**config.mk**
```make
export PLATFORM = sky130hd
export DESIGN_NAME = three_axis_stepper_move_sequencer
export DESIGN_NICKNAME = d
export VERILOG_FILES = /design/src/rtl/tasms_pkg.sv /design/src/rtl/tasms_step_count.sv /design/src/rtl/three_axis_stepper_move_sequencer.sv
export SDC_FILE = /design/constraint.sdc
export NUM_CORES = 1
export LEC_CHECK = 0
export BUFFER_PORTS_ARGS = -buffer_cell sky130_fd_sc_hd__buf_4
export CORE_ASPECT_RATIO = 0.6
export CORE_MARGIN = 5
export CORE_UTILIZATION = 50
export CTS_BUF_LIST = sky130_fd_sc_hd__clkbuf_2 sky130_fd_sc_hd__clkbuf_4 sky130_fd_sc_hd__clkbuf_8
export DETAILED_ROUTE_END_ITERATION = 10
export GPL_TIMING_DRIVEN = 0
export PLACE_DENSITY = 0.73
export SLEW_MARGIN = 0
export SYNTH_ARGS = -nofsm -noshare
export SYNTH_HDL_FRONTEND = slang
export SYNTH_HIERARCHICAL = 1
export SYNTH_SLANG_ARGS = --single-unit
```
**constraint.sdc**
```tcl
create_clock -name clk -period 25.3 [get_ports clk]
set_input_delay 3.795 -clock clk [delete_from_list [all_inputs] [get_ports clk]]
set_output_delay 3.795 -clock clk [all_outputs]
set_load 0.05 [all_outputs]
```
**src/rtl/tasms_pkg.sv**
```systemverilog
// Shared types, constants and helpers for the three-axis stepper move sequencer.
package tasms_pkg;

  localparam int AXES           = 3;
  localparam int FREQ_FRAC_BITS = 8;

  localparam int AXIS_FIELD_W = 2;
  localparam int AXIS_IDX_W   = (AXES > 1) ? $clog2(AXES) : 1;
  localparam int FREQ_W       = 24;
  localparam int DUR_W        = 16;
  localparam int PROD_W       = FREQ_W + DUR_W;
  localparam int STEPS_W      = 32;
  localparam int PHASE_W      = 3;
  localparam int COIL_W       = 4;
  localparam int DONE_W       = 8;

  localparam logic OP_LOAD = 1'b0;
  localparam logic OP_TICK = 1'b1;
  localparam logic DIR_CW  = 1'b0;
  localparam logic DIR_CCW = 1'b1;

  localparam logic [PHASE_W-1:0] PHASE_IDLE = 3'd7;
  localparam logic [PHASE_W-1:0] PHASE_LAST = 3'd3;
  localparam logic [DONE_W-1:0]  DONE_MAX   = 8'hFF;

  typedef struct packed {
    logic                    op;
    logic [AXIS_FIELD_W-1:0] axis;
    logic                    direction;
    logic [FREQ_W-1:0]       move_frequency;
    logic [DUR_W-1:0]        move_duration;
  } in_req_t;

  typedef struct packed {
    logic [AXIS_FIELD_W-1:0] axis_out;
    logic [COIL_W-1:0]       coils;
    logic                    coils_driven;
    logic                    move_finished;
    logic [DONE_W-1:0]       finished_count;
  } out_res_t;

  // Wrap to phase zero from the last phase or from the idle marker.
  function automatic logic [PHASE_W-1:0] next_phase(input logic [PHASE_W-1:0] ph);
    next_phase = (ph >= PHASE_LAST) ? '0 : ph + 3'd1;
  endfunction

endpackage

```
**src/rtl/tasms_step_count.sv**
```systemverilog
// Step count of a move: floor(duration * frequency), saturated to 32 bits.
module tasms_step_count (
  input  logic [tasms_pkg::FREQ_W-1:0]  freq,
  input  logic [tasms_pkg::DUR_W-1:0]   dur,
  output logic [tasms_pkg::STEPS_W-1:0] count,
  output logic                          count_zero
);
  import tasms_pkg::*;

  logic [PROD_W-1:0] prod;
  logic [PROD_W-1:0] whole;

  assign prod  = PROD_W'(dur) * PROD_W'(freq);
  assign whole = prod >> FREQ_FRAC_BITS;

  always_comb begin
    if (|whole[PROD_W-1:STEPS_W]) begin
      count = '1;
    end else begin
      count = whole[STEPS_W-1:0];
    end
  end

  // A zero frequency always gives a zero product, so one test covers both.
  assign count_zero = (count == '0);

endmodule

```
**src/rtl/three_axis_stepper_move_sequencer.sv**
```systemverilog
// Top level of the three-axis four-phase wave-drive stepper move sequencer.
// Each request either loads a move for one axis (direction, Q16.8 step rate and
// duration, giving floor(duration*rate) steps) or ticks one axis, and every
// request gives exactly one result. A tick on an axis with steps left advances
// that direction's phase counter and shows a one-cold, active-low coil pattern
// (counterclockwise runs the coils in reverse order); a tick with no steps left
// shows all coils low and, once per move, counts the move as finished. A load
// with a zero count finishes the move at once. finished_count is a global
// saturating total. Rate: one request per cycle sustained while out_ready
// holds; a request passes from the input register to the result register,
// which holds its result until it is taken. The 16x24 step-count multiply
// on the load path sets the critical path. Requests
// for an axis out of range change nothing and report the current total. Both
// channels stall cleanly in either direction.
module three_axis_stepper_move_sequencer (
  input  logic               clk,
  input  logic               rst_n,
  input  logic               in_valid,
  output logic               in_ready,
  input  tasms_pkg::in_req_t  in_data,
  output logic               out_valid,
  input  logic               out_ready,
  output tasms_pkg::out_res_t out_data
);
  import tasms_pkg::*;

  // Input register stage
  logic    in_valid_r;
  in_req_t in_data_r;

  // Result register stage
  logic     out_valid_r;
  out_res_t out_data_r;

  // Per-axis move state
  logic [STEPS_W-1:0] steps_r  [AXES];
  logic               dir_r    [AXES];
  logic [PHASE_W-1:0] cw_ph_r  [AXES];
  logic [PHASE_W-1:0] ccw_ph_r [AXES];
  logic               fin_r    [AXES];
  logic [DONE_W-1:0]  done_r;

  logic advance;
  logic in_range;
  logic [AXIS_IDX_W-1:0] sel;

  logic [STEPS_W-1:0] load_count;
  logic               load_zero;

  logic [STEPS_W-1:0] steps_nxt;
  logic               dir_nxt;
  logic [PHASE_W-1:0] cw_ph_nxt;
  logic [PHASE_W-1:0] ccw_ph_nxt;
  logic               fin_nxt;
  logic [DONE_W-1:0]  done_nxt;
  out_res_t           res_nxt;

  logic [1:0] low_coil;

  // Move the held request on whenever the result register is free or being drained.
  assign advance  = in_valid_r && (!out_valid_r || out_ready);
  assign in_ready = !in_valid_r || advance;

  assign out_valid = out_valid_r;
  assign out_data  = out_data_r;

  assign sel      = AXIS_IDX_W'(in_data_r.axis);
  assign in_range = (32'(in_data_r.axis) < AXES);

  tasms_step_count u_step_count (
    .freq       (in_data_r.move_frequency),
    .dur        (in_data_r.move_duration),
    .count      (load_count),
    .count_zero (load_zero)
  );

  always_comb begin
    steps_nxt  = steps_r[sel];
    dir_nxt    = dir_r[sel];
    cw_ph_nxt  = cw_ph_r[sel];
    ccw_ph_nxt = ccw_ph_r[sel];
    fin_nxt    = fin_r[sel];
    done_nxt   = done_r;
    low_coil   = '0;

    res_nxt                = '0;
    res_nxt.axis_out       = in_data_r.axis;

    if (in_range) begin
      if (in_data_r.op == OP_LOAD) begin
        dir_nxt = in_data_r.direction;
        if (load_zero) begin
          // Nothing to step: finish the move right away.
          steps_nxt             = '0;
          fin_nxt               = 1'b1;
          res_nxt.move_finished = 1'b1;
          if (done_r != DONE_MAX) begin
            done_nxt = done_r + 8'd1;
          end
        end else begin
          steps_nxt = load_count;
          fin_nxt   = 1'b0;
        end
      end else begin
        res_nxt.coils_driven = 1'b1;
        if (steps_r[sel] != '0) begin
          // Advance only the phase counter of the move's own direction.
          if (dir_r[sel] == DIR_CW) begin
            cw_ph_nxt = next_phase(cw_ph_r[sel]);
            low_coil  = cw_ph_nxt[1:0];
          end else begin
            ccw_ph_nxt = next_phase(ccw_ph_r[sel]);
            low_coil   = 2'd3 - ccw_ph_nxt[1:0];
          end
          res_nxt.coils = ~(COIL_W'(1) << low_coil);
          steps_nxt     = steps_r[sel] - 32'd1;
        end else if (!fin_r[sel]) begin
          // Out of steps: coils stay low, count the finish once.
          fin_nxt               = 1'b1;
          res_nxt.move_finished = 1'b1;
          if (done_r != DONE_MAX) begin
            done_nxt = done_r + 8'd1;
          end
        end
      end
    end

    res_nxt.finished_count = done_nxt;
  end

  // Input register
  always_ff @(posedge clk) begin
    if (!rst_n) begin
      in_valid_r <= 1'b0;
    end else if (in_ready) begin
      in_valid_r <= in_valid;
    end
  end

  always_ff @(posedge clk) begin
    if (in_valid && in_ready) begin
      in_data_r <= in_data;
    end
  end

  // Result register: hold while stalled, drop once taken
  always_ff @(posedge clk) begin
    if (!rst_n) begin
      out_valid_r <= 1'b0;
    end else if (advance) begin
      out_valid_r <= 1'b1;
    end else if (out_ready) begin
      out_valid_r <= 1'b0;
    end
  end

  always_ff @(posedge clk) begin
    if (advance) begin
      out_data_r <= res_nxt;
    end
  end

  // Axis state update
  always_ff @(posedge clk) begin
    if (!rst_n) begin
      for (int i = 0; i < AXES; i++) begin
        steps_r[i]  <= '0;
        dir_r[i]    <= DIR_CW;
        cw_ph_r[i]  <= PHASE_IDLE;
        ccw_ph_r[i] <= PHASE_IDLE;
        fin_r[i]    <= 1'b0;
      end
      done_r <= '0;
    end else if (advance && in_range) begin
      steps_r[sel]  <= steps_nxt;
      dir_r[sel]    <= dir_nxt;
      cw_ph_r[sel]  <= cw_ph_nxt;
      ccw_ph_r[sel] <= ccw_ph_nxt;
      fin_r[sel]    <= fin_nxt;
      done_r        <= done_nxt;
    end
  end

endmodule

```
* Word-level counts from Yosys, hierarchy flattened
Memories as Yosys holds them, arrays and structs flattened. A register that Yosys moved wholly into a read port is not among the register bits.
Index checks and enable logic that the tools add are counted.
** Storage, ports and cells
- Word-level logic and storage cells :: 106
- Bits of input ports :: 48
- RAM bits :: 120
- Memories kept :: 5
- Output and inout port bits :: 18
- Flip-flop bits (word level) :: 70
** Cells by class
- Add/subtract/negate cells :: 5
- Order comparisons :: 3
- Reduce and logical (&&, ||, !) cells :: 16
- Equal/unequal tests :: 1
- $mul :: 1
- Muxes and demuxes :: 60
- Shift-type cells :: 1
- Bitwise gates (word level) :: 1
** Memory list
- steps_r :: words 3, width 32, rd ports 1, clocked after Yosys merged registers in 1, wr ports 3, line three_axis_stepper_move_sequencer.sv:36 : logic [STEPS_W-1:0] steps_r [AXES];
- ccw_ph_r :: words 3, width 3, rd ports 1, clocked after Yosys merged registers in 1, wr ports 3, line three_axis_stepper_move_sequencer.sv:39 : logic [PHASE_W-1:0] ccw_ph_r [AXES];
- cw_ph_r :: words 3, width 3, rd ports 1, clocked after Yosys merged registers in 1, wr ports 3, line three_axis_stepper_move_sequencer.sv:38 : logic [PHASE_W-1:0] cw_ph_r [AXES];
- dir_r :: words 3, width 1, rd ports 1, clocked after Yosys merged registers in 1, wr ports 3, line three_axis_stepper_move_sequencer.sv:37 : logic dir_r [AXES];
- fin_r :: words 3, width 1, rd ports 1, clocked after Yosys merged registers in 1, wr ports 3, line three_axis_stepper_move_sequencer.sv:40 : logic fin_r [AXES];
** Operator list (number)
- $mux W32 :: 5
- $mux W8 :: 6
- $mul A16 B24 Y40 :: 1
- $mux W3 :: 12
- $logic_not A32 Y1 :: 1
- $reduce_bool A32 Y1 :: 1
- $reduce_or A32 Y1 :: 1
- $sub A32 B1 Y32 const B :: 1
- $mux W2 :: 14
- $mux W1 :: 23
- $add A8 B1 Y8 const B :: 1
- $ne A8 B8 Y1 const B :: 1
- $add A3 B1 Y3 const B :: 2
- $ge A3 B2 Y1 const B :: 2
- $reduce_or A3 Y1 :: 2
- $not A4 Y4 :: 1
- $shl A1 B2 Y4 const A :: 1
- $logic_and A1 B1 Y1 :: 3
- $reduce_and A3 Y1 :: 1
- $logic_not A1 Y1 :: 2
- $logic_or A1 B1 Y1 :: 2
- $lt A2 B2 Y1 const B :: 1
- $reduce_bool A2 Y1 :: 1
- $reduce_or A1 Y1 :: 2
- $sub A2 B2 Y2 const A :: 1

* Logic depth before layout (Yosys ltp)
Gate-level depths: netlist (run 1).
- Word-level depth :: 9
- Mapped depth :: 33
- Depth with buffers taken out :: 28

* Hierarchy
The synthesis (run 1) kept the hierarchy.
** Modules (own cells, without submodules)
- tasms_step_count :: area each 12808.5 µm², cells each 1509, instances 1, seq. area each 0.0 µm²
- three_axis_stepper_move_sequencer :: area each 11164.5 µm², cells each 867, instances 1, seq. area each 6786.5 µm²

* Worst setup path before layout (run 1)
Ideal clock, no wire load.
- Path type :: register to register
- Start point :: register in_data_r[21] (netlist bit)
- End point :: memory steps_r[1][12], data pin
- Required time :: 25035 ps
- Stages on the path, launching flop included :: 30
- Clock period less this slack :: 8271 ps
- Setup time :: 265 ps
- Path buffers :: 3
- Slack :: 17029 ps
- Data arrival time :: 8006 ps
- Cells stage by stage :: edfxtp_1 > clkbuf_1 > and2_1 > fa_1 > inv_1 > fa_1 > fa_1 > fa_1 > inv_1 > fa_1 > inv_1 > fa_1 > inv_1 > ha_1 > buf_6 > a211o_1 > a211o_1 > and3_4 > a21bo_4 > xor2_1 > or3_1 > or4_1 > or4b_1 > nor4b_2 > nor3_1 > clkbuf_1 > a22o_1 > a31oi_1 > o41a_1 > nor2_1
** RTL lines
- start, declared :: line three_axis_stepper_move_sequencer.sv:29 : in_req_t in_data_r;
- start signal, assigned :: line three_axis_stepper_move_sequencer.sv:142 : in_data_r <= in_data;
- end, declared :: line three_axis_stepper_move_sequencer.sv:36

==> results of run 1 <==
critical path: cells and delay by family (launching register included):
kind | cells | cell delay (ns)
and+or+nand+nor | 7 | 2.07
xor gates and xnor gates | 1 | 0.28
DFF | 1 | 0.74
AOI/OAI and AO/OA | 5 | 2.41
buffers and inverters | 8 | 1.75
adders and majority gates | 7 | 3.41
registers in the layout, indices dropped and copies added (netlist names), named ones only:
name	count
out_data	16
cw_ph_r	12
fin_r	4
in_data_r	42
out_valid	1
steps_r	128
dir_r	4
ccw_ph_r	12
sel	2
in_valid_r	1
done_r	8
per-stage QoR:
stage / utilization (%) / instance area (sq um) / hold WS, ns
CTS: 55.4 / 26400 / 0.467
global placement: 53.3 / 25400 / 0.433
floorplan: - / 24100 / 0.424
detailed placement: 53.6 / 25500 / 0.452
global route: 55.4 / 26400 / 0.473
finish: 55.4 / 26400 / 0.464
kinds of logic (layout without fill, tap and decap cells):
kind of cell,after synthesis,after routing
compound gates,344,344
mux,60,60
fa+ha+maj,419,419
buf+inv,502,642
simple gates,790,790
xor+xnor,28,28
flops,232,232
other cells,1,41
worst max path at each step:
stage / from / to / slack [ns] / depth (start not counted)
floorplan: in_data_r[21]$_DFFE_PP_ / steps_r[1][12]$_SDFFCE_PN0P_ / 17.03 / 29
global placement: in_data_r[8]$_DFFE_PP_ / steps_r[2][12]$_SDFFCE_PN0P_ / 14.50 / 30
CTS: in_data_r[8]$_DFFE_PP_ / steps_r[0][26]$_SDFFCE_PN0P_ / 14.90 / 28
finish: in_data_r[8]$_DFFE_PP_ / steps_r[0][26]$_SDFFCE_PN0P_ / 14.30 / 28
detailed placement: in_data_r[8]$_DFFE_PP_ / steps_r[0][26]$_SDFFCE_PN0P_ / 14.91 / 28
global route: in_data_r[8]$_DFFE_PP_ / steps_r[0][20]$_SDFFCE_PN0P_ / 13.94 / 29
routing by layer:
metal  global-route usage, %  up-vias  routed length, microns
met4                    5.96        0                    1770
met3                    10.4      162                   11700
li1                        -     8239                       -
met1                    42.7     9486                   31000
met5                       0        -                       0
met2                    38.0     1301                   28900
cell type report:
type	count	area (sq um)
Antenna cell	1	2.50
Buffer	125	549
Clock buffer	45	582
Clock inverter	26	303
Fill cell	4155	21200
Inverter	377	1420
Multi-Input combinational cell	1681	15400
Sequential cell	232	6790
Tap cell	640	801
Timing Repair Buffer	69	572
cells in the mapped netlist, types with 15 or more instances:
cell type    n
nor3_1      31
nor4_1      16
a31oi_1     26
a21oi_1    102
ha_1       114
and2_1     182
mux2i_1     15
inv_1      377
o21ai_0     31
fa_1       305
a211oi_1    16
mux4_2      27
dfxtp_1     18
nand4_1     20
nand3_1     41
xnor2_1     15
edfxtp_1   214
nor2_1      84
nand2_1    333
a21o_1      19
clkbuf_1   103
==> reports/summary.json, run 1 <==
{
  "clock_input_transition_at_the_sequential_cells_of_the_worst_setup_and_hold_paths": {"value": 0.06, "unit": "ns"},
  "timing.clock.skew": {"value": 0.0245, "unit": "ns"},
  "synthXorXnorAreaFrac": {"value": 1.02, "unit": "%"},
  "worst_slew_pin_slew": {"value": 1.32, "unit": "ns"},
  "die_width": {"value": 293, "unit": "microns"},
  "grt_max_degree": {"value": 41},
  "max-clock-path-buffers": {"value": 3},
  "r2r_start": {"value": "in_data_r[8]$_DFFE_PP_"},
  "max_stage_delay": {"value": 0.96, "unit": "ns"},
  "detail_route.vias_per_cell": {"value": 6.00},
  "hp-class": {"value": "flop to flop"},
  "final_routed_wire_length_divided_by_cell_count": {"value": 23.0, "unit": "microns"},
  "cts_hold_buffers": {"value": 0},
  "worst_slack": {"value": 14.30, "unit": "ns"},
  "rows": {"value": 62},
  "synth_cell_type_count": {"value": 95},
  "post_cts_resized": {"value": 0},
  "grtUsageTotal": {"value": 27.9, "unit": "%"},
  "max_freq": {"value": 90.9, "unit": "MHz"},
  "fp.dieH": {"value": 180, "unit": "microns"},
  "worst_hold_path.num_cells": {"value": 0},
  "min_period": {"value": 11.00, "unit": "ns"},
  "layout_worst_path_cycle_share": {"value": 43.5, "unit": "%"},
  "area_delta_synth_final": {"value": 10.1, "unit": "%"},
  "total_clock_buffers_created_by_cts": {"value": 39},
  "leading_cell_type_in_the_layout_fill_and_taps_excluded": {"value": "inv_1"},
  "criticalPathCategory": {"value": "flop to flop"},
  "finalWirelength": {"value": 73.4, "unit": "mm"},
  "finish.net_count": {"value": 2992},
  "critPathCaptureType": {"value": "flop"},
  "hp-start": {"value": "sel[0]$_DFFE_PP_"},
  "drt_drc_violations_left": {"value": 0},
  "number_of_antenna_violations_at_the_first_check_in_global_routing": {"value": 0},
  "whs_endpoint": {"value": "out_data[14]$_DFFE_PP_"},
  "worst_path_max_delay_cell": {"value": "o31ai_1"},
  "outcome": {"value": "complete, no violations"},
  "dp_worst_setup_slack": {"value": 14.91, "unit": "ns"},
  "area_fraction_in_compound_gates_after_synthesis": {"value": 9.95, "unit": "%"},
  "clk_latency": {"value": 0.59, "unit": "ns"},
  "finalSetupViolCount": {"value": 0},
  "max_cap_viol_count": {"value": 0},
  "async_reset_ff_share": {"value": 0, "unit": "%"},
  "gp_congestion": {"value": 1.03},
  "synth-edff-count": {"value": 214},
  "first_pass_iters": {"value": 8},
  "reg2reg_depth": {"value": 28},
  "timing.setup.tns": {"value": 0, "unit": "ns"},
  "i_o_pins": {"value": 66},
  "final_instance_count_excl_fillers": {"value": 3196},
  "grt.overflow.total": {"value": 0},
  "final-hold-violation-count": {"value": 0},
  "layout_common_cells": {"value": "inv_1 (376), nand2_1 (330), fa_1 (305), edfxtp_1 (214), and2_1 (182)"},
  "post_route_cells_drive_above_1_share": {"value": 8.77, "unit": "%"},
  "ff2ff_setup_slack": {"value": 14.30, "unit": "ns"},
  "ys_dominant_reg_cell": {"value": "edfxtp_1"},
  "crit_path_max_fanout": {"value": 10},
  "regToRegEndpoint": {"value": "steps_r[0][26]$_SDFFCE_PN0P_"},
  "arrival": {"value": 11.29, "unit": "ns"},
  "clock_tree_from_tritoncts": {"value": "done"},
  "antenna_violating_nets_post_route": {"value": 0},
  "fp.coreArea": {"value": 0.0476, "unit": "sq mm"},
  "die_area": {"value": 0.0526, "unit": "sq mm"},
  "crit_path_start_kind": {"value": "flop"},
  "cp.required": {"value": 25.59, "unit": "ns"},
  "dpl.cell_count": {"value": 3124},
  "grt_setup_unrepaired": {"value": "no"},
  "post_synth_fa_ha_maj_area_fraction": {"value": 31.4, "unit": "%"},
  "synthDominantCellAreaShare": {"value": 26.8, "unit": "%"},
  "timing_max_transition_violations_final": {"value": 0},
  "synth_area_leaders": {"value": "edfxtp_1 (27%), fa_1 (25%), ha_1 (5.9%), inv_1 (5.9%), nand2_1 (5.2%)"},
  "clock-sinks": {"value": 232},
  "syn_area": {"value": 0.0240, "unit": "sq mm"},
  "yosys.area_share.simple": {"value": 16.3, "unit": "%"},
  "seq_area_frac_synth": {"value": 28.3, "unit": "%"},
  "critical-path-top-cell-by-count": {"value": "fa_1"},
  "start_util": {"value": 50.3, "unit": "%"},
  "synth-seq-cells": {"value": 232},
  "main_combinational_cell_family_by_area_after_synthesis": {"value": "adder cells"},
  "cts.repair_timing.setup_buffer_count": {"value": 0},
  "slew-limit-headroom": {"value": 11.0, "unit": "%"},
  "initialDrtViolationCount": {"value": 2551},
  "synth_largest_area_cell": {"value": "edfxtp_1"},
  "grt_pass1_vias": {"value": 19600},
  "cts.root.buffer_cell": {"value": "clkbuf_8"},
  "buffer_ports.inserted": {"value": 64},
  "post_synth_inst_count": {"value": 2376},
  "clock_tree.htree_level_count": {"value": 2},
  "grt_first_pass_wirelength": {"value": 114, "unit": "mm"},
  "share_of_cell_area_taken_by_muxes_after_synthesis": {"value": 4.76, "unit": "%"},
  "yosys_warnings": {"value": 6},
  "dp_hpwl": {"value": 57.4, "unit": "mm"},
  "post_synth.cell_area_avg": {"value": 10.1, "unit": "sq um"},
  "vias": {"value": 19200}
}
Power of run 1 is not shown: default switching activity piles up to over one toggle a cycle in this logic, so the estimate is an artifact.
==> inputs of run 2 (changes only) <==
- PLACE_DENSITY: 0.73 -> 0.76
- clock period: 25.3 -> 9.4 ns (I/O delays scaled with it)
==> reports/summary.json, run 2 (synthesis results as in run 1) <==
{
  "hp-start": {"value": "sel[0]$_DFFE_PP_"},
  "clock_input_transition_at_the_sequential_cells_of_the_worst_setup_and_hold_paths": {"value": 0.07, "unit": "ns"},
  "grt.overflow.total": {"value": 0},
  "timing.setup.tns": {"value": 0, "unit": "ns"},
  "crit_path_start_kind": {"value": "flop"},
  "top_register": {"value": "steps_r"},
  "start_util": {"value": 50.3, "unit": "%"},
  "finalWirelength": {"value": 75.7, "unit": "mm"},
  "grt_setup_unrepaired": {"value": "no"},
  "rows": {"value": 62},
  "largest_register_ffs": {"value": 128},
  "finish.net_count": {"value": 3020},
  "initialDrtViolationCount": {"value": 2401},
  "clock-sinks": {"value": 232},
  "post_route_cells_drive_above_1_share": {"value": 12.8, "unit": "%"},
  "worst_hold_path.num_cells": {"value": 0},
  "final-hold-violation-count": {"value": 0},
  "max_cap_viol_count": {"value": 0},
  "slew-limit-headroom": {"value": 15.4, "unit": "%"},
  "number_of_antenna_violations_at_the_first_check_in_global_routing": {"value": 2},
  "dp_hpwl": {"value": 58.6, "unit": "mm"},
  "timing_max_transition_violations_final": {"value": 0},
  "fp.coreArea": {"value": 0.0476, "unit": "sq mm"},
  "grt_max_degree": {"value": 41},
  "buffer_ports.inserted": {"value": 64},
  "num-fill-cells": {"value": 4150},
  "final_routed_wire_length_divided_by_cell_count": {"value": 23.5, "unit": "microns"},
  "r2r_start": {"value": "in_data_r[6]$_DFFE_PP_"},
  "ff2ff_setup_slack": {"value": 0.13, "unit": "ns"},
  "area_delta_synth_final": {"value": 11.6, "unit": "%"},
  "grtUsageTotal": {"value": 28.7, "unit": "%"},
  "worst_slack": {"value": 0.128, "unit": "ns"},
  "hp-class": {"value": "flop to flop"},
  "criticalPathCategory": {"value": "flop to flop"},
  "vias": {"value": 19300},
  "drt_drc_violations_left": {"value": 0},
  "regToRegEndpoint": {"value": "out_data[1]$_DFFE_PP_"},
  "outcome": {"value": "complete, no violations"},
  "detail_route.vias_per_cell": {"value": 5.99},
  "i_o_pins": {"value": 66},
  "timing.clock.skew": {"value": 0.0299, "unit": "ns"},
  "fp.dieH": {"value": 180, "unit": "microns"},
  "cpLargestDelayFamily": {"value": "adder cells"},
  "die_area": {"value": 0.0526, "unit": "sq mm"},
  "reg2reg_depth": {"value": 29},
  "antenna-diode-count": {"value": 0},
  "cts.root.buffer_cell": {"value": "clkbuf_8"},
  "grt_pass1_vias": {"value": 19500},
  "layout_common_cells": {"value": "inv_1 (376), nand2_1 (329), fa_1 (305), edfxtp_1 (214), and2_1 (182)"},
  "critPathCaptureType": {"value": "flop"},
  "total_clock_buffers_created_by_cts": {"value": 40},
  "grt_first_pass_wirelength": {"value": 115, "unit": "mm"},
  "layout.core_utilization": {"value": 56.2, "unit": "%"},
  "max_freq": {"value": 108, "unit": "MHz"},
  "max_stage_delay": {"value": 0.61, "unit": "ns"},
  "clock_tree.htree_level_count": {"value": 2},
  "max-clock-path-buffers": {"value": 3},
  "layout_worst_path_cycle_share": {"value": 98.6, "unit": "%"},
  "arrival": {"value": 9.61, "unit": "ns"},
  "crit_path_max_fanout": {"value": 10},
  "leading_cell_type_in_the_layout_fill_and_taps_excluded": {"value": "inv_1"},
  "first_pass_iters": {"value": 5},
  "critical-path-top-cell-by-count": {"value": "fa_1"},
  "whs_endpoint": {"value": "out_data[14]$_DFFE_PP_"},
  "cts_hold_buffers": {"value": 0},
  "die_width": {"value": 293, "unit": "microns"},
  "cp.required": {"value": 9.74, "unit": "ns"},
  "worst_slew_pin_slew": {"value": 1.26, "unit": "ns"},
  "antenna_violating_nets_post_route": {"value": 0},
  "min_period": {"value": 9.27, "unit": "ns"},
  "worst_path_max_delay_cell": {"value": "or4_4"},
  "dp_worst_setup_slack": {"value": -1.07, "unit": "ns"},
  "gp_congestion": {"value": 1.01},
  "cp_num_buf_inv": {"value": 7},
  "finalSetupViolCount": {"value": 0},
  "clk_latency": {"value": 0.60, "unit": "ns"},
  "clock_tree_from_tritoncts": {"value": "done"}
}
## run 2: cell count changes in the layout (fill, tap and decap cells not counted), sizes merged
cell and delta:
buf +44, bufinv -6, clkbuf -8, clkdlybuf4s15 -1
clkinv -1, clkinvlp +2, diode -1, inv -1
## run 2: worst reg2reg max path, delay by kind of cell (launching register included)
family                     cells  cell delay [ns]
and+or+nand+nor                8             2.48
muxes                          1             0.35
buffers and inverters          7             0.84
AOI/OAI and AO/OA              5             1.27
xor gates and xnor gates       1             0.19
adders and majority gates      7             3.38
DFF                            1             0.51
## run 2: per-stage QoR
| step | instance area, sq um | hold WS [ns] | cells |
|---|---|---|---|
| 5_1_grt | 26800 | 0.493 | 3224 |
| 2_1_floorplan | 24100 | 0.424 | 2415 |
| 4_1_cts | 26500 | 0.479 | 3213 |
| 3_5_place_dp | 25500 | 0.467 | 3124 |
| 6_report | 26800 | 0.482 | 3224 |
| 3_3_place_gp | 25400 | 0.431 | 3119 |
## run 2: final cells by class
class                      count  area (sq um)  share of cell area (%)
tap                          640           801                    2.99
timing repair buffer          98           783                    2.93
clock inverter                20           126                   0.472
multi-input combinational   1681         15500                    58.0
inverter                     377          1420                    5.29
buffer                       123           654                    2.45
clock buffer                  53           673                    2.52
sequential                   232          6790                    25.4
## run 2: layer usage
layer / vias to the layer above / track usage (%) / part of all wire, %
met5: - / 0 / 0.045
met4: 4 / 6.58 / 2.5
met3: 189 / 14.3 / 17
met2: 1259 / 37.8 / 39
met1: 9570 / 42.3 / 42
li1: 8295 / - / -
## run 2: how the worst max path moves through the flow
stage	startpoint	to	slack, ns	cells after the start
2_1_floorplan	in_data_r[21]$_DFFE_PP_	steps_r[1][12]$_SDFFCE_PN0P_	1.13	29
3_5_place_dp	in_data_r[8]$_DFFE_PP_	steps_r[2][26]$_SDFFCE_PN0P_	-1.07	29
4_1_cts	in_data_r[23]$_DFFE_PP_	out_data[1]$_DFFE_PP_	0.003	30
3_3_place_gp	in_data_r[8]$_DFFE_PP_	steps_r[1][9]$_SDFFCE_PN0P_	-1.31	30
5_1_grt	in_data_r[10]$_DFFE_PP_	steps_r[2][15]$_SDFFCE_PN0P_	0.002	27
6_report	in_data_r[6]$_DFFE_PP_	out_data[1]$_DFFE_PP_	0.13	29
## run 2: what timing repair did
action                                 CTS  global route
pin swaps                                1             4
endpoints found under the hold margin    0             0
setup endpoints to repair              149           142
resized for setup                       55            90
setup buffers                           16            13
Power of run 2 is left out for the same reason.
